### src/sv/gsht_pkg.sv
`timescale 1ns / 1ps
// Package for the glyph slot hash table: field widths, character range constants,
// opcode and status codes. Depends on nothing.
package gsht_pkg;

    localparam int OPCODE_W = 2;
    localparam int CODE_W   = 21;
    localparam int STYLE_W  = 2;
    localparam int SLOT_W   = 14;
    localparam int STATUS_W = 2;
    localparam int PROBE_W  = 15;

    // Printable codes from space to tilde map straight onto the first slots.
    localparam int                DIRECT_SLOTS = 95;
    localparam logic [CODE_W-1:0] CHAR_FIRST   = CODE_W'(32);
    localparam logic [CODE_W-1:0] CHAR_LAST    = CODE_W'(126);

    typedef enum logic [OPCODE_W-1:0] {
        OP_LOOKUP = 2'd0,
        OP_MARK   = 2'd1,
        OP_CLEAR  = 2'd2,
        OP_NONE   = 2'd3
    } t_opcode;

    typedef enum logic [STATUS_W-1:0] {
        ST_LOADED    = 2'd0,
        ST_NEED_LOAD = 2'd1,
        ST_FULL      = 2'd2,
        ST_DONE      = 2'd3
    } t_status;

endpackage

### src/sv/gsht_hash.sv
`timescale 1ns / 1ps
// Home slot calculation: 95 plus the code modulo the hashed slot count, by a reciprocal
// multiply with one correction step. Depends on gsht_pkg.
module gsht_hash import gsht_pkg::*; #(
    parameter int TABLE_SLOTS = 16384
) (
    input  logic                           i_clk,
    input  logic                           i_rst_n,
    input  logic                           i_start,
    input  logic [CODE_W-1:0]              i_code_point,
    output logic                           o_done,
    output logic [$clog2(TABLE_SLOTS)-1:0] o_slot
);

    localparam int          AW     = $clog2(TABLE_SLOTS);
    localparam int          HASHED = TABLE_SLOTS - DIRECT_SLOTS;
    localparam logic [63:0] RECIP  = (64'd1 << 32) / 64'(HASHED);
    localparam int          RW     = $clog2(RECIP + 64'd1);
    localparam int          PRODW  = CODE_W + RW;
    localparam int          QW     = PRODW - 32;
    localparam int          DW     = $clog2(HASHED + 1);
    localparam int          QDW    = QW + DW;

    logic [1:0]        r_vld;
    logic [CODE_W-1:0] r_code1;
    logic [PRODW-1:0]  r_prod;
    logic [CODE_W-1:0] r_code2;
    logic [CODE_W-1:0] r_qd;

    logic [QW-1:0]     w_q;
    logic [QDW-1:0]    w_qd;
    logic [CODE_W-1:0] w_rem;
    logic [CODE_W-1:0] w_rem_fix;

    // The estimated quotient is either exact or one short, so one subtract settles it.
    assign w_q       = r_prod[PRODW-1:32];
    assign w_qd      = QDW'(w_q) * QDW'(HASHED);
    assign w_rem     = r_code2 - r_qd;
    assign w_rem_fix = (w_rem >= CODE_W'(HASHED)) ? (w_rem - CODE_W'(HASHED)) : w_rem;

    always_ff @(posedge i_clk) begin
        if (!i_rst_n) begin
            r_vld <= '0;
        end else begin
            r_vld <= {r_vld[0], i_start};
        end
    end

    always_ff @(posedge i_clk) begin
        r_code1 <= i_code_point;
        r_prod  <= PRODW'(i_code_point) * PRODW'(RECIP[RW-1:0]);
        r_code2 <= r_code1;
        r_qd    <= CODE_W'(w_qd);
    end

    assign o_done = r_vld[1];
    assign o_slot = AW'(w_rem_fix) + AW'(DIRECT_SLOTS);

endmodule

### config.mk
export PLATFORM = sky130hd
export DESIGN_NAME = gsht_hash
export DESIGN_NICKNAME = d
export VERILOG_FILES = /design/src/sv/gsht_pkg.sv /design/src/sv/gsht_hash.sv
export SDC_FILE = /design/constraint.sdc
export NUM_CORES = 1
export LEC_CHECK = 0
export ABC_AREA = 1
export BUFFER_PORTS_ARGS = -buffer_cell sky130_fd_sc_hd__buf_4
export CAP_MARGIN = 20
export CORE_UTILIZATION = 60
export DETAILED_ROUTE_END_ITERATION = 7
export PLACE_DENSITY = 0.76
export SLEW_MARGIN = 5
export SYNTH_ARGS = -nofsm -noshare
export SYNTH_HDL_FRONTEND = slang
export SYNTH_SLANG_ARGS = --single-unit
export TNS_END_PERCENT = 30
### constraint.sdc
create_clock -name i_clk -period 11.75 [get_ports i_clk]
set_clock_uncertainty 0.1 [all_clocks]
set_input_delay 2.35 -clock i_clk [delete_from_list [all_inputs] [get_ports i_clk]]
set_output_delay 2.35 -clock i_clk [all_outputs]
set_load 0.05 [all_outputs]
==> reports/summary.md, run 1 <==
The die outline height was 137 µm; the number of hold buffers added after cts was 0. Number of port buffers: 38. Type of the setup path with the least slack: input pin to register.

Transition time of the tightest slew-check pin: 434 ps. After clock tree synthesis, the clock-pin slew on the worst setup and hold paths is 60 ps. Detailed routing inserted a total of 8486 vias. The detailed router finished its first iteration with 536 violations. The critical path's top delay family was adder cells. The final-report max-slew violation count was 0; the critical path arrival was 7130 ps.

The clock passes through at most 2 buffers. STA classifies the critical path startpoint as an input pin. For this run, the leading register cell type out of synthesis is dfxtp_1.

The first global-routing pass estimated 38700 µm of wire. The final critical path takes up 59.7% of the cycle. The share of async-settable or async-resettable flops after synthesis works out to 0%. TritonCTS built the clock tree.

The number of failing hold endpoints at the final stage came out at 0. Counting instances in the post-synthesis netlist gives the leading cell types as inv_1, nand2_1, ha_1, fa_1, dfxtp_1. The synthesized design spends more area on one cell type than any other, namely fa_1. The top-area cell type share of the netlist area was 24.3%. Summed over all nets, the half-perimeter wirelength after detailed placement is 19500 µm.

For the overall global routing resource usage, the log shows 26.6%. The proportion of layout cells with a drive suffix above 1 works out to 9.00%. The run gives 11860 ps as the required time reported for the critical path endpoint. After the flow finishes, the layout carries non-filler instances totaling 1647. Along the worst path, the maximum fanout reaches 7. After detailed routing, the number of vias per cell comes to 5.15.

The tools report the number of remaining DRC errors as 0. Sum of buffers and inverters on the critical path: 5. The max-cap check violation count is 0. By instance count, the cell type seen most on the critical path is fa_1. The share of the core filled with cells in the final layout was 67.0%; the synthesis-stage register bit count was 73. Cell with the most instances after synthesis: inv_1. After global routing the overflow that remains totals 0. The number of instances in the synthesized netlist is 1371.

Headroom to the max-slew limit came out at 70.8%. TritonCTS created 9 clock buffers. The number of warnings reported in the yosys synthesis log came out at 0. The area of the mapped netlist is 10900 µm². In this run, synthesis inferred 0 flip-flops with an integrated enable.

Traced cell by cell, the critical path runs through buf_4 > inv_1 > fa_1 > inv_1 > fa_1 > ha_1 > fa_1 > fa_1 > inv_1 > fa_1 > inv_1 > ha_1 > a21oi_1 > nor2_1 > o21ai_0 > nand2_1 > a221oi_1 > a21oi_1 > xor2_1. For the number of cells upsized or downsized after cts, the log shows 0. The run gives 73 as the CTS sink count. The number of inserted diodes came out at 0.

The run finished with clean final reports. Setup violations remaining at the end of the flow were counted as 0. The worst setup path is captured at a register. The tools report the core region area as 17500 µm². By area the synthesized netlist is led by fa_1, ha_1, dfxtp_1. The detail-routed net length per standard cell came out at 13.7 µm.

The run gives 13.4% as the part of the Yosys area used for sequential elements. The run gives 0 as the initial antenna violation count. The floorplan row count is 48, and the width of the die is 137 µm. In this run the clock root is driven by a clkbuf_16. Synthesis produced a netlist with a net count of 1709. Routability-driven placement finished with a final weighted congestion of 0.961. The H-tree depth reported by CTS was 3; the largest stage delay on the critical path was 560 ps. The number of nets at the end of the flow was 1755. For the full die area, the log shows 18700 µm². Setup repair after global routing left no endpoint under its margin. The minimum clock period is 7020 ps. Count of boundary I/O pins: 39. The post-synthesis area per instance is 7.94 µm², and the initial core utilization is 62.3%.

Yosys mapped the design onto 39 distinct sky130hd cell types. The tightest min-delay check is of the register to register type. In this run the remaining antenna-violating nets after routing total 0.

Number of setup buffers added after CTS: 0. The number of global-route vias before repair was 8406. Relative to the synthesized area, the layout overhead comes to 7.55%.

The maximum number of pins on one net before global-route repair came out at 16. Clock latency on the worst-skew pair, taken at its later pin, is 330 ps. For the final routed database, the setup TNS stands at 0 ps. For this block, the routed nets add up to 22500 µm of wire. Once placement completed, the tool counted placed cells totaling 1631. The iteration count of the initial detailed-routing pass came out at 5. Among all stages on the critical path, the largest delay is contributed by fa_1. The highest clock rate was 142 MHz.
==> sequential cells by signal, summed over array words and instances (netlist names) <==
register	flops
r_code1	21
r_code2	21
r_qd	21
r_prod	8
r_vld	2
==> area by class of cell <==
class,instances,area (µm²)
Tap cell,225,282
Clock inverter,6,42.5
Clock buffer,10,239
Sequential cell,73,1460
Fill cell,1487,5770
Timing Repair Buffer,38,285
Multi-Input combinational cell,918,7980
Inverter,377,1420
==> metal layers <==
metal / vias to the layer above / global-route usage (%) / part of all wire (%)
met5: - / 0 / 0
met4: 0 / 6.79 / 1.6
met3: 37 / 2.70 / 3.4
met2: 172 / 46.1 / 49
met1: 3973 / 35.3 / 46
li1: 4304 / - / -
==> metrics by stage <==
stage	hold WS [ps]	cell area, µm²	setup WS, ps
3_5_place_dp	212	11400	4420
4_1_cts	225	11700	4760
3_3_place_gp	210	11400	4500
2_1_floorplan	210	10900	4840
5_1_grt	230	11700	4370
6_report	225	11700	4730
==> path summary, 6_finish.rpt <==
| check | depth (start not counted) | from | slack, ps | endpoint |
|---|---|---|---|---|
| max | 19 | i_code_point[14] | 4730 | r_prod[36] |
| min | 0 | r_code1[0] | 220 | r_code2[0] |
| max reg2reg | 15 | r_prod[38] | 7260 | r_qd[19] |
| min reg2reg | 0 | r_code1[0] | 220 | r_code2[0] |
==> kinds of logic (layout without fill, tap and decap cells) <==
logic type / count (synthesis) / after routing / synth area share (%)
AOI/OAI and AO/OA: 105 / 105 / 5.46
xor gates and xnor gates: 36 / 36 / 2.90
adders and majority gates: 314 / 314 / 45.2
buffers and inverters: 380 / 431 / 13.2
DFF: 73 / 73 / 13.4
and+or+nand+nor: 463 / 463 / 19.8
==> placed cells by master, fill, tap and decap left out, drive strengths merged, types with 4 or more instances in the layout <==
cell    Yosys  final
nand2     276    276
fa        132    132
inv       377    378
ha        182    182
xor2       30     30
nand4      24     24
nor2       71     71
nand3      71     71
o21bai      7      7
nand3b      8      8
nor3        8      8
buf         3     38
xnor2       6      6
dfxtp      73     73
a21o        4      4
o21ai      24     24
a21oi      57     57
clkbuf      0     10
Power of run 1 is left out: the tool's default activity adds up to more than one toggle a clock period on the data nets, which glitch-free logic cannot reach.
==> run 2, diff against run 1 <==
- clock period: 11.75 -> 6.5 ns (I/O delays scaled with it)
==> run 2 against run 1 <==
Compared with the run above:
- highest routed layer unchanged
- critical endpoint is now r_prod[32]
- critical path type unchanged
- die area stayed put
- flip-flop and latch count did not move
- sequential share of layout area hardly changed
- non-clock buffer count up 1
- hold slack lost 3.6 ps
- cell count hardly changed
- clock-buffer cell count unchanged
- core utilization is essentially flat
- global-route usage increased by 0.48 points
- via count up 0.85%
- critical path depth grew 4
==> reports/summary.md, run 2 (synthesis gave the netlist of run 1 again) <==
The total of fill cells in the finished design was 1514 (+1.8%). The max-cap check violation count is 0 (unchanged). Setup repair after global routing left no endpoint under its margin.

Launch point of the worst hold path: r_code1[8]. The residual antenna-violating net count after detailed routing came out at 0 (unchanged). The run gives 0 (unchanged) as the number of remaining DRC errors. In this run the critical register-to-register path is launched from r_prod[35]. The signal on the critical path passes through buf_4 > inv_1 > fa_1 > fa_1 > inv_1 > ha_1 > fa_1 > fa_1 > inv_1 > fa_1 > inv_1 > ha_1 > nand2_1 > inv_1 > a221oi_1 > o21bai_1 > o21ai_0 > nand2_1 > nand3_1 > nor2_1 > o21ai_0 > o311ai_0 > xor2_1.

The type of element launching the critical path is an input pin. The run gives 8714 (+3.7%) as the number of global-route vias before repair. Width of the die: 137 µm (unchanged). The root buffer cell is clkbuf_16.

The total routed wirelength was 22900 µm (+1.5%); the maximum number of pins on one net before global-route repair was 16 (unchanged). The vias per cell is 5.19 (+0.79%). By startpoint and endpoint, the worst setup path is classified as input pin to register. The run gives 39400 µm (+1.9%) as the first-pass GRT wire length. For the summed negative setup slack over all endpoints, the log shows 0 ps (unchanged).

The die outline height came out at 137 µm (unchanged). On the critical path the largest part of the delay comes from adder cells. The remaining max-slew budget at the tightest pin was 69.7% (-1.1 points); the required time reported for the critical path endpoint was 6610 ps (-5250 ps).

The transition time of the tightest slew-check pin is 454 ps (+20.5 ps), and the number of buffers on the longest clock path is 2 (unchanged). The number of port buffers was 38 (unchanged). The run gives 3 (unchanged) as the H-tree depth reported by CTS. CTS clock-pin slew for the worst setup and hold paths: 60 ps (about the same). The detailed placer's ending HPWL is 20000 µm (+2.6%). For the initial antenna violation count, the log shows 0 (unchanged). Detail-routed net length per standard cell: 13.9 µm (+1.4%).

The minimum clock period came out at 5970 ps. The logs give 17500 µm² (unchanged) for the core region area and 1756 (+0.057%) for the number of nets at the end of the flow. The proportion of layout cells with a drive suffix above 1 was 9.00% (about the same); the via count was 8558 (+0.85%). The logs give 340 ps (about the same) for the clock insertion delay at the later pin of the skew report and 460 (-14%) for the starting DRC count in detailed routing. The run gives 0 (unchanged) as the overall overflow remaining after global route. The largest registers in the layout are r_code1: 21 flops, r_code2: 21 flops, r_qd: 21 flops.

The sum of buffers and inverters on the critical path was 6 (+1). The post-route clock period utilization came out at 91.8%. The worst setup path is captured at a register. Derived from the worst setup path, the maximum achievable clock frequency is 168 MHz. TritonCTS built the clock tree.

The flow ran to the end, and the final reports show no timing, DRC or antenna violations. The path class of the tightest hold or removal check is register to register. Critical path's slowest cell: fa_1. Total instance count after detailed placement: 1632 (+0.061%). The run gives 6070 ps (-1060 ps) as the critical path arrival. For the number of hold buffers added after cts, the log shows 0 (unchanged).

The area added between synthesis and finish was 7.54% (about the same). Number of setup buffers added after CTS: 0 (unchanged). The run gives 48 (unchanged) as the floorplan row count.

The global placement routability congestion was 0.905 (-5.8%). The full die area came out at 18700 µm² (unchanged). The overall global routing resource usage is 27.1% (+0.48 points). The largest driver fanout on the critical path was 6 (-1). The tools report the count of boundary I/O pins as 39 (unchanged).

Initial core utilization: 62.3% (unchanged). In the layout the commonest cells are inv_1, nand2_1, ha_1, fa_1, dfxtp_1. For the total clock buffers created by CTS, the log shows 9 (unchanged). For the final-report max-slew violation count, the log shows 0 (unchanged). Leading cell type in the layout, fill and taps excluded: inv_1. For the number of failing hold endpoints at the final stage, the log shows 0 (unchanged).

CTS sink count: 73 (unchanged). For the iteration count of the initial detailed-routing pass, the log shows 5 (unchanged). The post-route non-filler standard cell count came out at 1648 (+0.061%). The number of inserted diodes is 0 (unchanged), and the total setup violations reported at the end of the flow is 0 (unchanged). The number of cells upsized or downsized after cts came out at 0 (unchanged). The largest stage delay on the critical path came out at 540 ps (-20 ps).

The most critical setup path has its startpoint at i_code_point[7].
## run 2: changes by cell type in the layout (fill, tap and decap cells not counted)
| cell | previous run | this run |
|---|---|---|
| clkbuf_1 | 0 | 1 |
| clkinv_4 | 1 | 2 |
| clkinvlp_4 | 2 | 1 |
| clkbuf_8 | 1 | 0 |
| buf_4 | 38 | 39 |
## run 2: routing by layer
| layer | GRT usage (%) | routed length (µm) |
|---|---|---|
| met5 | 0 | 0 |
| met4 | 9.14 | 607 |
| met3 | 3.52 | 1030 |
| met2 | 45.8 | 11000 |
| met1 | 35.6 | 10300 |
## run 2: area by class of cell
type	instances	area (µm²)	share of cell area [%]
clock buffers	10	229	1.96
multi-input cells	918	7980	68.2
flip-flops and latches	73	1460	12.5
clock inverters	6	43.8	0.374
well taps	225	282	2.41
repair buffers	39	293	2.50
inverters	377	1420	12.1
## run 2: per-stage QoR
step	instance area, µm²	setup WS [ps]	hold slack, ps	utilization, %
finish	11700	534	221	67.0
global route	11700	162	223	67.0
CTS	11700	508	220	67.0
detailed placement	11400	149	212	65.4
global placement	11400	296	210	65.4
floorplan	10900	643	210	-
## run 2: final timing paths
check	endpoint	slack, ps	depth (start not counted)
worst max register to register	r_qd[19]	1970	15
worst min register to register	r_code2[8]	220	0
worst min-delay path	r_code2[8]	220	0
worst max-delay path	r_prod[32]	530	23
Power of run 2 is left out for the same reason.
==> run 3, diff against run 2 <==
- ABC_AREA: 1 -> 0
- CTS_CLUSTER_DIAMETER: default -> 80
==> run 3 against run 2 <==
Compared with the run above:
- core utilization increased by 3.6 points
- setup slack lost 470 ps
- flip-flop and latch count unchanged
- non-clock buffer count is 51 higher
- clock-buffer cell count decreased by 1
- die area shrank 5.9%
- maximum frequency fell by 7.3%
- synthesized area fell by 6.0%
==> reports/summary.md, run 3 <==
The flow ran to the end, and the final reports show no timing, DRC or antenna violations. The residual antenna-violating net count after detailed routing is 0 (unchanged). The dominant synthesized flop cell is dfxtp_1. The tools report the max-cap check violation count as 0 (unchanged).

The post-route clock period utilization is 99.0% (+7.2 points). The die outline height was 133 µm (-3.0%). For the total clock buffers created by CTS, the log shows 9 (unchanged). The type of element launching the critical path is a register.

Detail-routed net length per standard cell: 15.1 µm (+8.4%). The logs give 2 (unchanged) for the number of buffers on the longest clock path and 79 (+100%) for the distinct cell type count of the synthesized netlist. The proportion of layout cells with a drive suffix above 1 came out at 15.3% (+6.3 points). The critical path is of the register to primary output type. The area added between synthesis and finish works out to 14.8%. Leaving out fill and tap cells, the most frequent cells in the layout are inv_1, ha_1, fa_1, buf_4, dfxtp_1. Among cell families on the critical path, the largest total delay comes from simple AND/OR/NAND/NOR gates.

For the summed area of non-filler cells in the final layout, the log shows 11800 µm² (+0.38%). Ranked by instance count, the synthesized netlist is headed by inv_1, ha_1, fa_1, dfxtp_1, nand2_1. The largest stage delay on the critical path was 380 ps (-160 ps). The number of failing hold endpoints at the final stage came out at 0 (unchanged).

Leaving out fill and tap cells, the most frequent cell in the layout is inv_1. The run gives 7400 (-14%) as the via count. The tools report the synthesized net count as 1413 (-17%).

The sum of buffers and inverters on the critical path was 2 (-4); the width of the die was 133 µm (-3.0%). The minimum clock period works out to 6440 ps (+469 ps). The CTS sink count was 73 (unchanged). STA classifies the critical path endpoint as a primary output.

The share of async-settable or async-resettable flops after synthesis was 0% (unchanged). The number of nets at the end of the flow was 1503 (-14%); the full die area was 17600 µm² (-5.9%). For the summed negative setup slack over all endpoints, the log shows 0 ps (unchanged).

The maximum number of pins on one net before global-route repair came out at 33 (+17). The transition time of the tightest slew-check pin is 645 ps (+191 ps), and the number of instances in the synthesized netlist is 1075 (-22%). The synthesis-stage register bit count works out to 73 (unchanged).

Final-report max-slew violation count: 0 (unchanged). TritonCTS built the clock tree. Top-area cell type share of the netlist area: 25.8% (+1.5 points). For the core region area, the log shows 16600 µm² (-4.8%).

Critical path's slowest cell: nor4_4. The type of the most critical hold path is register to register. The detailed placer's ending HPWL came out at 17600 µm (-12%). The iteration count of the initial detailed-routing pass came out at 5 (unchanged). The critical path depth in cells was 22 (-4.3%). The logs give 340 ps (about the same) for the clock insertion delay at the later pin of the skew report and 5100 ps (-1510 ps) for the required time reported for the critical path endpoint. The overall global routing resource usage is 25.3% (-1.8 points), and the number of cells traversed by the worst register-to-register path is 15 (unchanged). The number of port buffers is 38 (unchanged). Walking the worst path, the cells encountered are inv_2 > ha_4 > fa_2 > nand2b_4 > a21o_4 > a211oi_4 > a21bo_1 > xor2_2 > nor4_4 > nand4_4 > mux2_4 > ha_4 > nand2_4 > nor3_4 > a211oi_2 > a21oi_1 > nor2_1 > mux2_4 > a221o_1 > nor3_4 > xnor2_4 > buf_6. The global placement routability congestion was 0.884 (-2.3%); the critical path arrival was 5040 ps (-1030 ps). The run gives 7608 (-13%) as the number of global-route vias before repair. The tools report the initial antenna violation count as 0 (unchanged). Sorting the synthesized cells by area gives the leading types as fa_1, ha_1, dfxtp_1.

The total routed wirelength was 20900 µm (-8.5%). The root buffer cell was clkbuf_16. The run gives 0 (unchanged) as the number of remaining DRC errors. The post-synthesis area per instance was 9.52 µm² (+20%); the total cell area at the placement stage was 11100 µm² (-2.6%). The logs give 47 (-2.1%) for the floorplan row count and 245 (-47%) for the starting DRC count in detailed routing. H-tree depth reported by CTS: 3 (unchanged). For the area of the mapped netlist, the log shows 10200 µm² (-6.0%). Worst hold path cell count: 0 (unchanged). The total setup violations reported at the end of the flow was 0 (unchanged). The largest driver fanout on the critical path works out to 4 (-2).

The number of flops mapped to enable cells by yosys was 0 (unchanged). The run gives -297 ps (-446 ps) as the setup slack after placement. In the final layout, the registers with the most flip-flops are r_code1: 21 flops, r_code2: 21 flops, r_qd: 21 flops. The CTS clock-pin slew for the worst setup and hold paths works out to 60 ps (about the same).

The tools report the count of boundary I/O pins as 39 (unchanged). The largest total area in the synthesized netlist belongs to fa_1. Setup repair after global routing could not meet its margin everywhere. The cell with the most instances after synthesis is inv_1. The number of warnings reported in the yosys synthesis log is 0 (unchanged), and the first-pass GRT wire length is 35000 µm (-11%).

The overall overflow remaining after global route was 0 (unchanged). The tools report the part of the Yosys area used for sequential elements as 14.3% (+0.86 points). Initial core utilization: 61.5% (-0.80 points). The remaining max-slew budget at the tightest pin came out at 56.7% (-13 points).

The run gives 0 (unchanged) as the number of inserted diodes. The vias per cell works out to 5.32 (+2.5%). The final worst setup slack is 64.6 ps (-469 ps), and the highest clock rate is 155 MHz (-7.3%).
run 3: cell types whose count changed after synthesis, sizes merged, moves of 9 or more:
cell / before / now
nand3: 71 / 15
nor2: 71 / 32
a21o: 4 / 17
a21oi: 57 / 42
nand4: 24 / 9
xor2: 30 / 19
o21a: 0 / 12
xnor2: 6 / 38
inv: 377 / 282
nor2b: 0 / 9
nand2: 276 / 41
run 3: worst reg2reg max path, delay by kind of cell (launching register included):
kind / cells / cell delay [ps]
adders and majority gates: 5 / 2340
DFF: 1 / 550
and+or+nand+nor: 2 / 400
AOI/OAI and AO/OA: 6 / 1120
buffers and inverters: 2 / 100
run 3: timing repair:
item,in CTS,in global routing
pin swaps,3,36
gates resized for setup,5,31
endpoints found under the setup margin,1,8
hold buffers,0,0
setup buffers,0,18
run 3: area by class of cell:
| class | count | area, µm² |
|---|---|---|
| inverter | 282 | 1070 |
| tap | 220 | 275 |
| multi-input combinational | 709 | 7980 |
| sequential | 73 | 1460 |
| timing repair buffer | 90 | 679 |
| clock buffer | 9 | 225 |
| clock inverter | 7 | 62.6 |
| fill | 1234 | 4890 |
run 3: layer usage:
metal / part of all wire (%) / GRT usage, % / vias up
li1: - / - / 3659
met1: 43 / 31.3 / 3573
met2: 51 / 45.8 / 133
met3: 2.7 / 2.91 / 35
met4: 2.3 / 8.49 / 0
met5: 0 / 0 / -
run 3: logic make-up after synthesis:
logic type      count (synthesis)  synth area share [%]
compound gates                167                  11.9
xor+xnor                       57                  5.10
fa+ha+maj                     314                  48.1
buf+inv                       293                  10.9
flops                          73                  14.3
mux                             6                 0.611
simple gates                  165                  9.06
run 3: final timing paths:
path | startpoint | slack, ps | to
worst max-delay path | r_code2[0] | 60 | o_slot[8]
worst max register to register | r_prod[36] | 1830 | r_qd[20]
worst min register to register | r_code1[12] | 230 | r_code2[12]
worst min-delay path | r_code1[12] | 230 | r_code2[12]
run 3: through the flow:
step / utilization [%] / cells / hold slack, ps
after floorplan: - / 1075 / 210
after global placement: 66.9 / 1356 / 211
after detailed placement: 66.9 / 1356 / 213
after CTS: 68.8 / 1372 / 227
after global routing: 70.6 / 1390 / 231
final: 70.6 / 1390 / 226
Power of run 3 is left out for the same reason.
